`src/rtl/keyed_priority_event_queue_top_assert.svh`:
```
// assertion macros for the keyed priority event queue
`ifndef KEYED_PRIORITY_EVENT_QUEUE_TOP_ASSERT_SVH
`define KEYED_PRIORITY_EVENT_QUEUE_TOP_ASSERT_SVH

// same-cycle implication, checked outside reset
`define KPQ_ASSERT_SAME(label, clk, rst_n, ante, cons) \
  label: assert property (@(posedge clk) disable iff (!rst_n) (ante) |-> (cons)) \
    else $error("kpq assertion failed");

// next-cycle implication, checked outside reset
`define KPQ_ASSERT_NEXT(label, clk, rst_n, ante, cons) \
  label: assert property (@(posedge clk) disable iff (!rst_n) (ante) |=> (cons)) \
    else $error("kpq assertion failed");

`endif

```
`src/rtl/kpq_pkg.sv`:
```
// types, codes and constants shared by the keyed priority event queue
package kpq_pkg;

  localparam int unsigned ENTRIES_DEF = 16;

  localparam int unsigned KIND_W   = 2;
  localparam int unsigned ID_W     = 16;
  localparam int unsigned PRIO_W   = 8;
  localparam int unsigned TIME_W   = 12;
  localparam int unsigned PAY_W    = 32;
  localparam int unsigned STATUS_W = 3;
  localparam int unsigned OCC_W    = 5;

  typedef enum logic [KIND_W-1:0] {
    KIND_ADD    = 2'd0,
    KIND_POP    = 2'd1,
    KIND_REMOVE = 2'd2,
    KIND_RSVD   = 2'd3
  } kind_e;

  typedef enum logic [STATUS_W-1:0] {
    ST_ADDED    = 3'd0,
    ST_DUP      = 3'd1,
    ST_FULL     = 3'd2,
    ST_POPPED   = 3'd3,
    ST_EMPTY    = 3'd4,
    ST_REMOVED  = 3'd5,
    ST_NOTFOUND = 3'd6
  } status_e;

  typedef enum logic [1:0] {
    S_IDLE,
    S_SCAN,
    S_DRAIN,
    S_EXEC
  } state_e;

  // prio, time and id sit on top so the packed order is the service order
  typedef struct packed {
    logic [PRIO_W-1:0] prio;
    logic [TIME_W-1:0] tm;
    logic [ID_W-1:0]   id;
    logic [PAY_W-1:0]  pay;
  } entry_t;

  localparam int unsigned ENTRY_W = $bits(entry_t);
  localparam int unsigned ORDER_W = PRIO_W + TIME_W + ID_W;

  typedef struct packed {
    logic capture;
    logic scan;
    logic commit;
  } cmd_t;

  typedef struct packed {
    logic scan_last;
    logic out_free;
  } stat_t;

endpackage

```
`src/rtl/keyed_priority_event_queue_top.sv`:
```
// keyed priority event queue: add, pop-best and remove-by-id over a slot store
// a command beat runs through the scan, drain and exec states before its result beat is registered
// only one command is in flight at a time; its scan reads one slot per cycle
//   through the slot ram read port
// a finished result waits in the output register while the next command is taken
// reset clears slot valid bits, the count and all handshakes at once; no clearing pass
module keyed_priority_event_queue_top #(
  parameter int unsigned ENTRIES = kpq_pkg::ENTRIES_DEF
) (
  input  logic                          clk_i,
  input  logic                          rst_ni,
  input  logic                          in_valid_i,
  output logic                          in_ready_o,
  input  logic [kpq_pkg::KIND_W-1:0]    kind_i,
  input  logic [kpq_pkg::ID_W-1:0]      event_id_i,
  input  logic [kpq_pkg::PRIO_W-1:0]    priority_req_i,
  input  logic [kpq_pkg::TIME_W-1:0]    event_time_i,
  input  logic [kpq_pkg::PAY_W-1:0]     payload_i,
  output logic                          out_valid_o,
  input  logic                          out_ready_i,
  output logic [kpq_pkg::STATUS_W-1:0]  status_o,
  output logic [kpq_pkg::ID_W-1:0]      out_id_o,
  output logic [kpq_pkg::PRIO_W-1:0]    out_priority_o,
  output logic [kpq_pkg::TIME_W-1:0]    out_time_o,
  output logic [kpq_pkg::PAY_W-1:0]     out_payload_o,
  output logic [kpq_pkg::OCC_W-1:0]     occupancy_o
);

  kpq_pkg::cmd_t  cmd;
  kpq_pkg::stat_t stat;

  kpq_ctrl u_ctrl (
    .clk_i      (clk_i),
    .rst_ni     (rst_ni),
    .in_valid_i (in_valid_i),
    .in_ready_o (in_ready_o),
    .stat_i     (stat),
    .cmd_o      (cmd)
  );

  kpq_dp #(
    .ENTRIES (ENTRIES)
  ) u_dp (
    .clk_i          (clk_i),
    .rst_ni         (rst_ni),
    .cmd_i          (cmd),
    .stat_o         (stat),
    .kind_i         (kind_i),
    .event_id_i     (event_id_i),
    .priority_req_i (priority_req_i),
    .event_time_i   (event_time_i),
    .payload_i      (payload_i),
    .out_valid_o    (out_valid_o),
    .out_ready_i    (out_ready_i),
    .status_o       (status_o),
    .out_id_o       (out_id_o),
    .out_priority_o (out_priority_o),
    .out_time_o     (out_time_o),
    .out_payload_o  (out_payload_o),
    .occupancy_o    (occupancy_o)
  );

`include "keyed_priority_event_queue_top_assert.svh"

  // a command beat starts a scan, so the input side closes right after it
  `KPQ_ASSERT_NEXT(a_busy_after_accept, clk_i, rst_ni, in_valid_i && in_ready_o, !in_ready_o)
  // an empty report only comes from an empty store
  `KPQ_ASSERT_SAME(a_empty_occ, clk_i, rst_ni, out_valid_o && (status_o == kpq_pkg::ST_EMPTY), occupancy_o == '0)
  // a full report only comes from a full store
  `KPQ_ASSERT_SAME(a_full_occ, clk_i, rst_ni, out_valid_o && (status_o == kpq_pkg::ST_FULL), occupancy_o == kpq_pkg::OCC_W'(ENTRIES))
  // event fields are zero unless an event was popped
  `KPQ_ASSERT_SAME(a_fields_zero, clk_i, rst_ni, out_valid_o && (status_o != kpq_pkg::ST_POPPED), (out_id_o == '0) && (out_priority_o == '0) && (out_time_o == '0) && (out_payload_o == '0))

endmodule

```
`src/rtl/kpq_ram.sv`:
```
// generic single-write, single-read ram with registered read data
module kpq_ram #(
  parameter int unsigned WIDTH = kpq_pkg::ENTRY_W,
  parameter int unsigned DEPTH = kpq_pkg::ENTRIES_DEF
) (
  input  logic                     clk_i,
  input  logic                     we_i,
  input  logic [$clog2(DEPTH)-1:0] waddr_i,
  input  logic [WIDTH-1:0]         wdata_i,
  input  logic [$clog2(DEPTH)-1:0] raddr_i,
  output logic [WIDTH-1:0]         rdata_o
);

  logic [WIDTH-1:0] mem_q [DEPTH];
  logic [WIDTH-1:0] rdata_q;

  always_ff @(posedge clk_i) begin
    if (we_i) begin
      mem_q[waddr_i] <= wdata_i;
    end
    rdata_q <= mem_q[raddr_i];
  end

  assign rdata_o = rdata_q;

endmodule

```
`src/rtl/kpq_ctrl.sv`:
```
// controller state machine: capture, scan, drain and commit sequencing
module kpq_ctrl (
  input  logic           clk_i,
  input  logic           rst_ni,
  input  logic           in_valid_i,
  output logic           in_ready_o,
  input  kpq_pkg::stat_t stat_i,
  output kpq_pkg::cmd_t  cmd_o
);

  kpq_pkg::state_e state_q, state_d;

  always_ff @(posedge clk_i or negedge rst_ni) begin
    if (!rst_ni) begin
      state_q <= kpq_pkg::S_IDLE;
    end else begin
      state_q <= state_d;
    end
  end

  always_comb begin
    state_d    = state_q;
    in_ready_o = 1'b0;
    cmd_o      = '0;
    unique case (state_q)
      kpq_pkg::S_IDLE: begin
        in_ready_o = 1'b1;
        if (in_valid_i) begin
          cmd_o.capture = 1'b1;
          state_d       = kpq_pkg::S_SCAN;
        end
      end
      kpq_pkg::S_SCAN: begin
        cmd_o.scan = 1'b1;
        if (stat_i.scan_last) begin
          state_d = kpq_pkg::S_DRAIN;
        end
      end
      // last read data is compared here
      kpq_pkg::S_DRAIN: begin
        state_d = kpq_pkg::S_EXEC;
      end
      kpq_pkg::S_EXEC: begin
        if (stat_i.out_free) begin
          cmd_o.commit = 1'b1;
          state_d      = kpq_pkg::S_IDLE;
        end
      end
      default: begin
        state_d = kpq_pkg::S_IDLE;
      end
    endcase
  end

endmodule

```
`src/rtl/kpq_dp.sv`:
```
// datapath: command registers, slot store, scan compare, commit and result register
module kpq_dp #(
  parameter int unsigned ENTRIES = kpq_pkg::ENTRIES_DEF
) (
  input  logic                          clk_i,
  input  logic                          rst_ni,
  input  kpq_pkg::cmd_t                 cmd_i,
  output kpq_pkg::stat_t                stat_o,
  input  logic [kpq_pkg::KIND_W-1:0]    kind_i,
  input  logic [kpq_pkg::ID_W-1:0]      event_id_i,
  input  logic [kpq_pkg::PRIO_W-1:0]    priority_req_i,
  input  logic [kpq_pkg::TIME_W-1:0]    event_time_i,
  input  logic [kpq_pkg::PAY_W-1:0]     payload_i,
  output logic                          out_valid_o,
  input  logic                          out_ready_i,
  output logic [kpq_pkg::STATUS_W-1:0]  status_o,
  output logic [kpq_pkg::ID_W-1:0]      out_id_o,
  output logic [kpq_pkg::PRIO_W-1:0]    out_priority_o,
  output logic [kpq_pkg::TIME_W-1:0]    out_time_o,
  output logic [kpq_pkg::PAY_W-1:0]     out_payload_o,
  output logic [kpq_pkg::OCC_W-1:0]     occupancy_o
);

  localparam int unsigned IW = $clog2(ENTRIES);
  localparam int unsigned CW = $clog2(ENTRIES + 1);
  localparam logic [IW-1:0] LAST_IDX = IW'(ENTRIES - 1);

  // command registers
  kpq_pkg::kind_e        kind_q;
  kpq_pkg::entry_t       req_q;

  // scan control
  logic [IW-1:0]         idx_q, idx_d;
  logic [IW-1:0]         ridx_q;
  logic                  chk_q;

  // search results
  logic                  found_q, found_d;
  logic [IW-1:0]         found_idx_q, found_idx_d;
  logic                  free_found_q, free_found_d;
  logic [IW-1:0]         free_idx_q, free_idx_d;
  logic                  best_found_q, best_found_d;
  logic [IW-1:0]         best_idx_q, best_idx_d;
  kpq_pkg::entry_t       best_q, best_d;

  // slot state
  logic [ENTRIES-1:0]    valid_q, valid_d;
  logic [CW-1:0]         count_q, count_d;

  // result register
  logic                  out_valid_q, out_valid_d;
  kpq_pkg::status_e      status_q, status_d;
  kpq_pkg::entry_t       out_q, out_d;
  logic [CW+kpq_pkg::OCC_W-1:0] count_ext;

  // ram
  logic                      ram_we;
  logic [kpq_pkg::ENTRY_W-1:0] ram_rdata;
  kpq_pkg::entry_t           rd_entry;

  logic                  rd_v;
  logic                  hit;
  logic                  take_free;
  logic                  better;
  logic                  set_en, clr_en;
  logic [IW-1:0]         clr_idx;

  kpq_ram #(
    .WIDTH (kpq_pkg::ENTRY_W),
    .DEPTH (ENTRIES)
  ) u_slot_ram (
    .clk_i   (clk_i),
    .we_i    (ram_we),
    .waddr_i (free_idx_q),
    .wdata_i (req_q),
    .raddr_i (idx_q),
    .rdata_o (ram_rdata)
  );

  assign rd_entry = kpq_pkg::entry_t'(ram_rdata);

  assign stat_o.scan_last = (idx_q == LAST_IDX);
  assign stat_o.out_free  = !out_valid_q || out_ready_i;

  // compare one slot per cycle against the running results
  assign rd_v      = chk_q && valid_q[ridx_q];
  assign hit       = rd_v && (rd_entry.id == req_q.id);
  assign take_free = chk_q && !valid_q[ridx_q] && !free_found_q;
  assign better    = rd_v && (!best_found_q ||
                     (rd_entry[kpq_pkg::ENTRY_W-1 -: kpq_pkg::ORDER_W] <
                      best_q[kpq_pkg::ENTRY_W-1 -: kpq_pkg::ORDER_W]));

  always_comb begin
    idx_d        = idx_q;
    found_d      = found_q;
    found_idx_d  = found_idx_q;
    free_found_d = free_found_q;
    free_idx_d   = free_idx_q;
    best_found_d = best_found_q;
    best_idx_d   = best_idx_q;
    best_d       = best_q;
    if (cmd_i.capture) begin
      idx_d        = '0;
      found_d      = 1'b0;
      free_found_d = 1'b0;
      best_found_d = 1'b0;
    end else begin
      if (cmd_i.scan && !stat_o.scan_last) begin
        idx_d = idx_q + 1'b1;
      end
      if (hit) begin
        found_d     = 1'b1;
        found_idx_d = ridx_q;
      end
      if (take_free) begin
        free_found_d = 1'b1;
        free_idx_d   = ridx_q;
      end
      if (better) begin
        best_found_d = 1'b1;
        best_idx_d   = ridx_q;
        best_d       = rd_entry;
      end
    end
  end

  // commit the command and build the result beat
  always_comb begin
    ram_we   = 1'b0;
    set_en   = 1'b0;
    clr_en   = 1'b0;
    clr_idx  = found_idx_q;
    count_d  = count_q;
    status_d = status_q;
    out_d    = out_q;
    valid_d  = valid_q;
    if (cmd_i.commit) begin
      out_d    = '0;
      status_d = kpq_pkg::ST_NOTFOUND;
      case (kind_q)
        kpq_pkg::KIND_ADD: begin
          if (found_q) begin
            status_d = kpq_pkg::ST_DUP;
          end else if (!free_found_q) begin
            status_d = kpq_pkg::ST_FULL;
          end else begin
            ram_we   = 1'b1;
            set_en   = 1'b1;
            count_d  = count_q + 1'b1;
            status_d = kpq_pkg::ST_ADDED;
          end
        end
        kpq_pkg::KIND_POP: begin
          if (!best_found_q) begin
            status_d = kpq_pkg::ST_EMPTY;
          end else begin
            clr_en   = 1'b1;
            clr_idx  = best_idx_q;
            count_d  = count_q - 1'b1;
            out_d    = best_q;
            status_d = kpq_pkg::ST_POPPED;
          end
        end
        kpq_pkg::KIND_REMOVE: begin
          if (found_q) begin
            clr_en   = 1'b1;
            count_d  = count_q - 1'b1;
            status_d = kpq_pkg::ST_REMOVED;
          end
        end
        default: begin
          status_d = kpq_pkg::ST_NOTFOUND;
        end
      endcase
    end
    if (set_en) begin
      valid_d[free_idx_q] = 1'b1;
    end
    if (clr_en) begin
      valid_d[clr_idx] = 1'b0;
    end
  end

  always_comb begin
    out_valid_d = out_valid_q;
    if (cmd_i.commit) begin
      out_valid_d = 1'b1;
    end else if (out_ready_i) begin
      out_valid_d = 1'b0;
    end
  end

  always_ff @(posedge clk_i or negedge rst_ni) begin
    if (!rst_ni) begin
      idx_q        <= '0;
      ridx_q       <= '0;
      chk_q        <= 1'b0;
      found_q      <= 1'b0;
      free_found_q <= 1'b0;
      best_found_q <= 1'b0;
      valid_q      <= '0;
      count_q      <= '0;
      out_valid_q  <= 1'b0;
    end else begin
      idx_q        <= idx_d;
      ridx_q       <= idx_q;
      chk_q        <= cmd_i.scan;
      found_q      <= found_d;
      free_found_q <= free_found_d;
      best_found_q <= best_found_d;
      valid_q      <= valid_d;
      count_q      <= count_d;
      out_valid_q  <= out_valid_d;
    end
  end

  always_ff @(posedge clk_i) begin
    if (cmd_i.capture) begin
      kind_q      <= kpq_pkg::kind_e'(kind_i);
      req_q.id    <= event_id_i;
      req_q.prio  <= priority_req_i;
      req_q.tm    <= event_time_i;
      req_q.pay   <= payload_i;
    end
    found_idx_q <= found_idx_d;
    free_idx_q  <= free_idx_d;
    best_idx_q  <= best_idx_d;
    best_q      <= best_d;
    status_q    <= status_d;
    out_q       <= out_d;
  end

  // occupancy is the count masked to the port width
  assign count_ext      = {{kpq_pkg::OCC_W{1'b0}}, count_q};

  assign out_valid_o    = out_valid_q;
  assign status_o       = status_q;
  assign out_id_o       = out_q.id;
  assign out_priority_o = out_q.prio;
  assign out_time_o     = out_q.tm;
  assign out_payload_o  = out_q.pay;
  assign occupancy_o    = count_ext[kpq_pkg::OCC_W-1:0];

endmodule

```
`config.mk`:
```
export PLATFORM = sky130hd
export DESIGN_NAME = keyed_priority_event_queue_top
export DESIGN_NICKNAME = d
export VERILOG_FILES = /design/src/rtl/kpq_pkg.sv /design/src/rtl/keyed_priority_event_queue_top.sv /design/src/rtl/kpq_ram.sv /design/src/rtl/kpq_ctrl.sv /design/src/rtl/kpq_dp.sv
export VERILOG_INCLUDE_DIRS = /design/src /design/src/rtl
export SDC_FILE = /design/constraint.sdc
export NUM_CORES = 1
export LEC_CHECK = 0
export ABC_CLOCK_PERIOD_IN_PS = 8800
export BUFFER_PORTS_ARGS = -buffer_cell sky130_fd_sc_hd__buf_2
export CAP_MARGIN = 30
export CORE_ASPECT_RATIO = 1.2
export CORE_MARGIN = 4
export CORE_UTILIZATION = 50
export CTS_BUF_LIST = sky130_fd_sc_hd__clkbuf_8
export DETAILED_ROUTE_END_ITERATION = 16
export GPL_ROUTABILITY_DRIVEN = 0
export PLACE_DENSITY = 0.7
export SETUP_SLACK_MARGIN = 0.1
export SLEW_MARGIN = 20
export SYNTH_ARGS = -nofsm -noshare
export SYNTH_HDL_FRONTEND = slang
export SYNTH_HIERARCHICAL = 1
export SYNTH_SLANG_ARGS = --single-unit
```
`constraint.sdc`:
```
create_clock -name clk_i -period 8.8 [get_ports clk_i]
set_clock_uncertainty 0.15 [all_clocks]
set_input_delay 1.76 -clock clk_i [delete_from_list [all_inputs] [get_ports clk_i]]
set_output_delay 1.76 -clock clk_i [all_outputs]
set_load 0.02 [all_outputs]
```
# After elaboration in Yosys (flattened, before gate mapping)
# Memory sizes are Yosys's and may differ from the RTL's. A register that Yosys moved wholly into a read port is not among the register bits.
# Cells that the tools add are included.
[word_totals] reg_bits=257 ram_bits=1088 input_bits=74 output_inout_bits=78 word_cells=135 memories=1
[memory_table] memory="u_dp.u_slot_ram.mem_q" words=16 width=68 rd=1 rd_clocked_by_memory_dff=1 write_ports=1 line="kpq_ram.sv:14" rtl="logic [WIDTH-1:0] mem_q [DEPTH];"
[classes] n_addsub=3 magnitude_cmp=6 eq_ne=14 n_mux=51 n_bitwise=4 reduce_logical=29
[ops] operator="36-bit less-than comparator" count=1
[ops] operator="16-bit 2-to-1 mux" count=2
[ops] operator="1-bit 2-to-1 mux" count=26
[ops] operator="4-bit 2-to-1 mux" count=5
[ops] operator="5-bit 2-to-1 mux" count=4
[ops] operator="16-bit AND" count=1
[ops] operator="16-bit equality test" count=1
[ops] operator="16-bit inverter" count=1
[ops] operator="16-bit bitwise OR" count=1
[ops] operator="4-bit by 5-bit less-than comparator with 1-bit output, second input constant" count=3
[ops] operator="5-bit case mux with 3 select lines" count=1
[ops] operator="2-bit 2-to-1 mux" count=5
[ops] operator="2-bit nonzero test" count=5
[ops] operator="3-bit case mux with 3 select lines" count=1
[ops] operator="1-bit demux with 4-bit select" count=2
[ops] operator="4-bit by 1-bit >= comparator with 1-bit output, second input constant" count=2
[ops] operator="1-bit logical AND" count=8
[ops] operator="2-bit by 1-bit != test with 1-bit output, second input constant" count=4
[ops] operator="2-bit case mux with 4 select lines" count=1
[ops] operator="2-bit AND reduction" count=4
[ops] operator="2-bit equality test, second input constant" count=3
[ops] operator="3-bit 2-to-1 mux" count=2
[ops] operator="2-bit != test, second input constant" count=3
[ops] operator="6-bit AND reduction" count=1
[ops] operator="13 further kinds" count=20

# Longest topological paths before layout
[depth] depth_word=12 depth_mapped=9 depth_no_buf=8

# Modules after synthesis
# The synthesis kept the hierarchy.
[modules_own_cells] module="kpq_ram" instances=1 cells_per_inst=1750 area_per_inst_um2=41979.0 seq_area_each_um2=34032.6
[modules_own_cells] module="kpq_dp" instances=1 cells_per_inst=623 area_per_inst_um2=9890.7 seq_area_each_um2=7487.2
[modules_own_cells] module="kpq_ctrl" instances=1 cells_per_inst=17 area_per_inst_um2=168.9 seq_area_each_um2=50.0

# Worst setup path after synthesis
# Ideal clock, no wire load.
[synth_timing] path_type="input to register" startpoint="input port out_ready_i" endpoint="memory u_dp/u_slot_ram/mem_q[0][0] in the netlist's numbering (enable)" setup_time_ns=0.578 arrival_time_ns=9.401 required_time_ns=8.072 setup_slack_ns=-1.329 cell_stages=6 path_buffers=0 cell_sequence="nand2b_1 and2_1 nand4_1 inv_1 or3b_2 nor3_1"
[synth_lines] element="from (decl)" line="keyed_priority_event_queue_top.sv:20" rtl="input logic out_ready_i,"
[synth_lines] element="to (decl)" line="kpq_ram.sv:14"

==> flow_summary.ini <==
[critical_path]
critical-path-top-delay-family = simple AND/OR/NAND/NOR gates
critical_path_buf_inv_count = 3
crit_chain = buf_2 > nand2b_1 > and2_4 > nand4_1 > inv_1 > nand3b_1 > nor2_4 > buf_4
path_class = in2reg
slowest_stage = nor2_4
r2r_cells = 7
max_stage_delay_ns = 0.85
crit_path_start_kind = input port
cp.required_ns = 9.10
crit_path_end_kind = flop
reg2reg_to = u_dp/u_slot_ram/mem_q[11][58]
regToRegStartpoint = u_ctrl/state_q[1]
ff2ff_setup_slack_ns = 4.39
crit_arrival_ns = 5.26
crit_path_max_fanout = 44

[grt]
grt_start_max_net_pins = 124
grt_overflow_total = 0
grt_util_all_layers = 0.2036
grt_pass1_wl_um = 165500
grt_pass1_vias = 26230
antenna_found_initial = 3

[outcome]
status = completed

[timing]
finalHoldViolCount = 0
finalCritPeriodShare = 0.5636
slew_headroom = 0.2546
max_slew.worst_pin.slew_ns = 1.118
rsz0062_at_grt = false
setup_tns_ns = 0
fmax_mhz = 201.6
fin_crit_ns = 4.960
holdWs_ns = 0.2262
setup-violations-final = 0
maxSlewViolCount = 0

[synth]
seq_area_frac_synth = 0.7988
synth_xor_area_frac = 0.004039
synthDistinctLibCells = 55
synthCells = 2390
synth_edf_count = 1309
yosysWarningCount = 6
syn-num-nets = 2513
synth_ff_type = edfxtp_1
netlist_area_um2 = 52040
avgSynthCellArea_um2 = 21.77
synth_compound_gate_area_share = 0.02880
synth.area.mux_share = 0.1216
synth_adder_area_share = 0.01193
synthArstFlopShare = 0.02548
synth_top_family_by_area = multiplexers
ys_seq_elements = 1413
synth_simple_gate_area_frac = 0.02224

[route]
vias = 24730
wl_um = 110200
ant_nets = 0
drc_errors = 0
dr.pass1.iters = 5
drt_iter0_drc = 2483
vias_per_cell = 5.819
route.detailed.wl_per_inst_um = 25.93

[min_path]
hold_path_class = reg2reg
holdPathStages = 0
min_from = u_dp/u_slot_ram/rdata_o[16]
min_to = u_dp/best_q[16]

[die]
num_io_pins = 152
start_util = 0.5046
row_count = 129
die_h_um = 361.4
core_um2 = 103100
die_w_um = 302.5
fp.dieArea_um2 = 109300

[cells_and_area]
stdcell_area_um2 = 59140
area_growth_pct = 13.64
fin_util = 0.5734
nFillCells = 7324
fin_nets = 2822
drive_above_1_share = 0.2771

[clocking]
cts.clk_slew.worst_paths_ns = 0.06
cts.repair.resized = 0
clockBufferDepth = 3
ctsHoldBuffers = 0
postCtsSetupBuffers = 0
cts_inserted_buffers = 206
clock-root-buffer = clkbuf_8
cts_tree = yes
htreeDepth = 4
clkLatencyLatePin_ns = 0.88
cts.sinks = 1413

[placed_design]
place_hpwl_um = 63950
placed_area_um2 = 54870
portBuffers = 151

[power]
p_leak_nw = 19.72
power.density_nw_per_um2 = 289.7
total_power_mw = 17.13
peakVddDrop_mv = 0.2265

[flow_run]
drv_cap = 0
[flip-flops by register name, summed over array words and instances (netlist names), 2 cells and up]
signal                   flops
u_dp/found_idx_q             4
u_dp/idx_q                   4
u_dp/out_time_o             12
u_dp/req_q                  68
u_dp/status_o                3
u_dp/u_slot_ram/mem_q     1088
u_dp/best_idx_q              4
u_ctrl/state_q               2
u_dp/kind_q                  2
u_dp/out_id_o               16
u_dp/ridx_q                  4
u_dp/out_payload_o          32
u_dp/free_idx_q              4
u_dp/u_slot_ram/rdata_o     68
u_dp/valid_q                16
u_dp/out_priority_o          8
u_dp/occupancy_o             5
u_dp/best_q                 68
[cell usage in the layout (no fill, tap or decap), types with 5 or more instances in the layout]
cell type,netlist,layout
and3_1,35,35
mux4_2,272,272
a22oi_1,136,136
clkinv_2,0,36
nand3b_1,5,5
xor2_1,19,19
buf_12,0,9
nand2_1,86,86
ha_1,48,47
nor4_1,5,5
o21ai_0,9,9
clkbuf_8,0,223
clkinv_1,0,44
inv_1,50,105
nor2_4,0,13
edfxtp_1,1309,1309
nor2_1,64,51
nand4_1,8,8
xnor2_1,5,5
a31oi_1,5,5
buf_16,0,14
nand3_1,12,12
a21oi_1,48,48
nand2b_1,8,8
buf_4,8,31
dfxtp_1,68,68
bufinv_16,0,11
dfrtp_1,36,33
buf_2,27,151
[layer usage]
metal	vias to the layer above	share of wire	global-route usage	wire length, µm
li1	10520	-	-	-
met1	12890	0.40	0.2823	43700
met2	1142	0.50	0.3354	55550
met3	182	0.077	0.03589	8514
met4	0	0.022	0.06162	2442
met5	-	0	0	0
[stage by stage]
stage,std cells,setup slack (ns)
2_1_floorplan,2390,0.5131
3_3_place_gp,3845,2.990
3_5_place_dp,3860,2.914
4_1_cts,4242,3.829
5_1_grt,4249,3.663
6_report,4250,3.840
[worst reg2reg max path: cells and delay by family, from the launching register on]
family,cells,cell delay [ns]
adders and majority gates,1,0.19
DFF,1,0.38
buffers and inverters,2,1.16
and+or+nand+nor,4,2.03
[synthesized netlist by cell type, types with 27 or more instances]
master / count / area (µm²)
a21oi_1: 48 / 240.2
a22oi_1: 136 / 1021
and3_1: 35 / 219.0
buf_2: 27 / 135.1
clkbuf_1: 63 / 236.5
dfrtp_1: 36 / 900.9
dfxtp_1: 68 / 1361
edfxtp_1: 1309 / 39310
ha_1: 48 / 600.6
inv_1: 50 / 187.7
mux4_2: 272 / 6126
nand2_1: 86 / 322.8
nor2_1: 64 / 240.2
[power by group]
group,internal (mW),switching (mW)
clock,2.68,2.43
sequential,8.10,0.527
combinational,1.52,1.88
total,12.3,4.84
[cell type report]
class                           count  area (µm²)  share of cell area
Timing Repair Buffer              205        1554             0.02628
Inverter                           51       192.7            0.003258
Antenna cell                        2       5.005          0.00008463
Tap cell                         1375        1720             0.02909
Clock inverter                    159        1027             0.01737
Multi-Input combinational cell    822        9988              0.1689
Sequential cell                  1413       41580              0.7031
Clock buffer                      223        3069             0.05190
[worst max path at each step]
| stage | startpoint | to | slack [ns] | cells after the start |
|---|---|---|---|---|
| 5_1_grt | out_ready_i | u_dp/u_slot_ram/mem_q[11][59] | 3.66 | 8 |
| 2_1_floorplan | out_ready_i | u_dp/u_slot_ram/mem_q[1][0] | 0.51 | 6 |
| 6_report | out_ready_i | u_dp/u_slot_ram/mem_q[11][58] | 3.84 | 8 |
| 3_5_place_dp | out_ready_i | u_dp/u_slot_ram/mem_q[14][36] | 2.91 | 8 |
| 4_1_cts | out_ready_i | u_dp/u_slot_ram/mem_q[14][37] | 3.83 | 8 |
| 3_3_place_gp | out_ready_i | u_dp/u_slot_ram/mem_q[5][59] | 2.99 | 8 |
[cells by family (layout without fill, tap and decap cells)]
group,after synthesis,in the layout
DFF,1413,1413
muxes,285,285
and+or+nand+nor,246,246
AOI/OAI and AO/OA,218,218
buffers and inverters,155,638
adders and majority gates,49,49
xor gates and xnor gates,24,24
other,0,2
No activity file was read; power rests on OpenSTA's default activity.
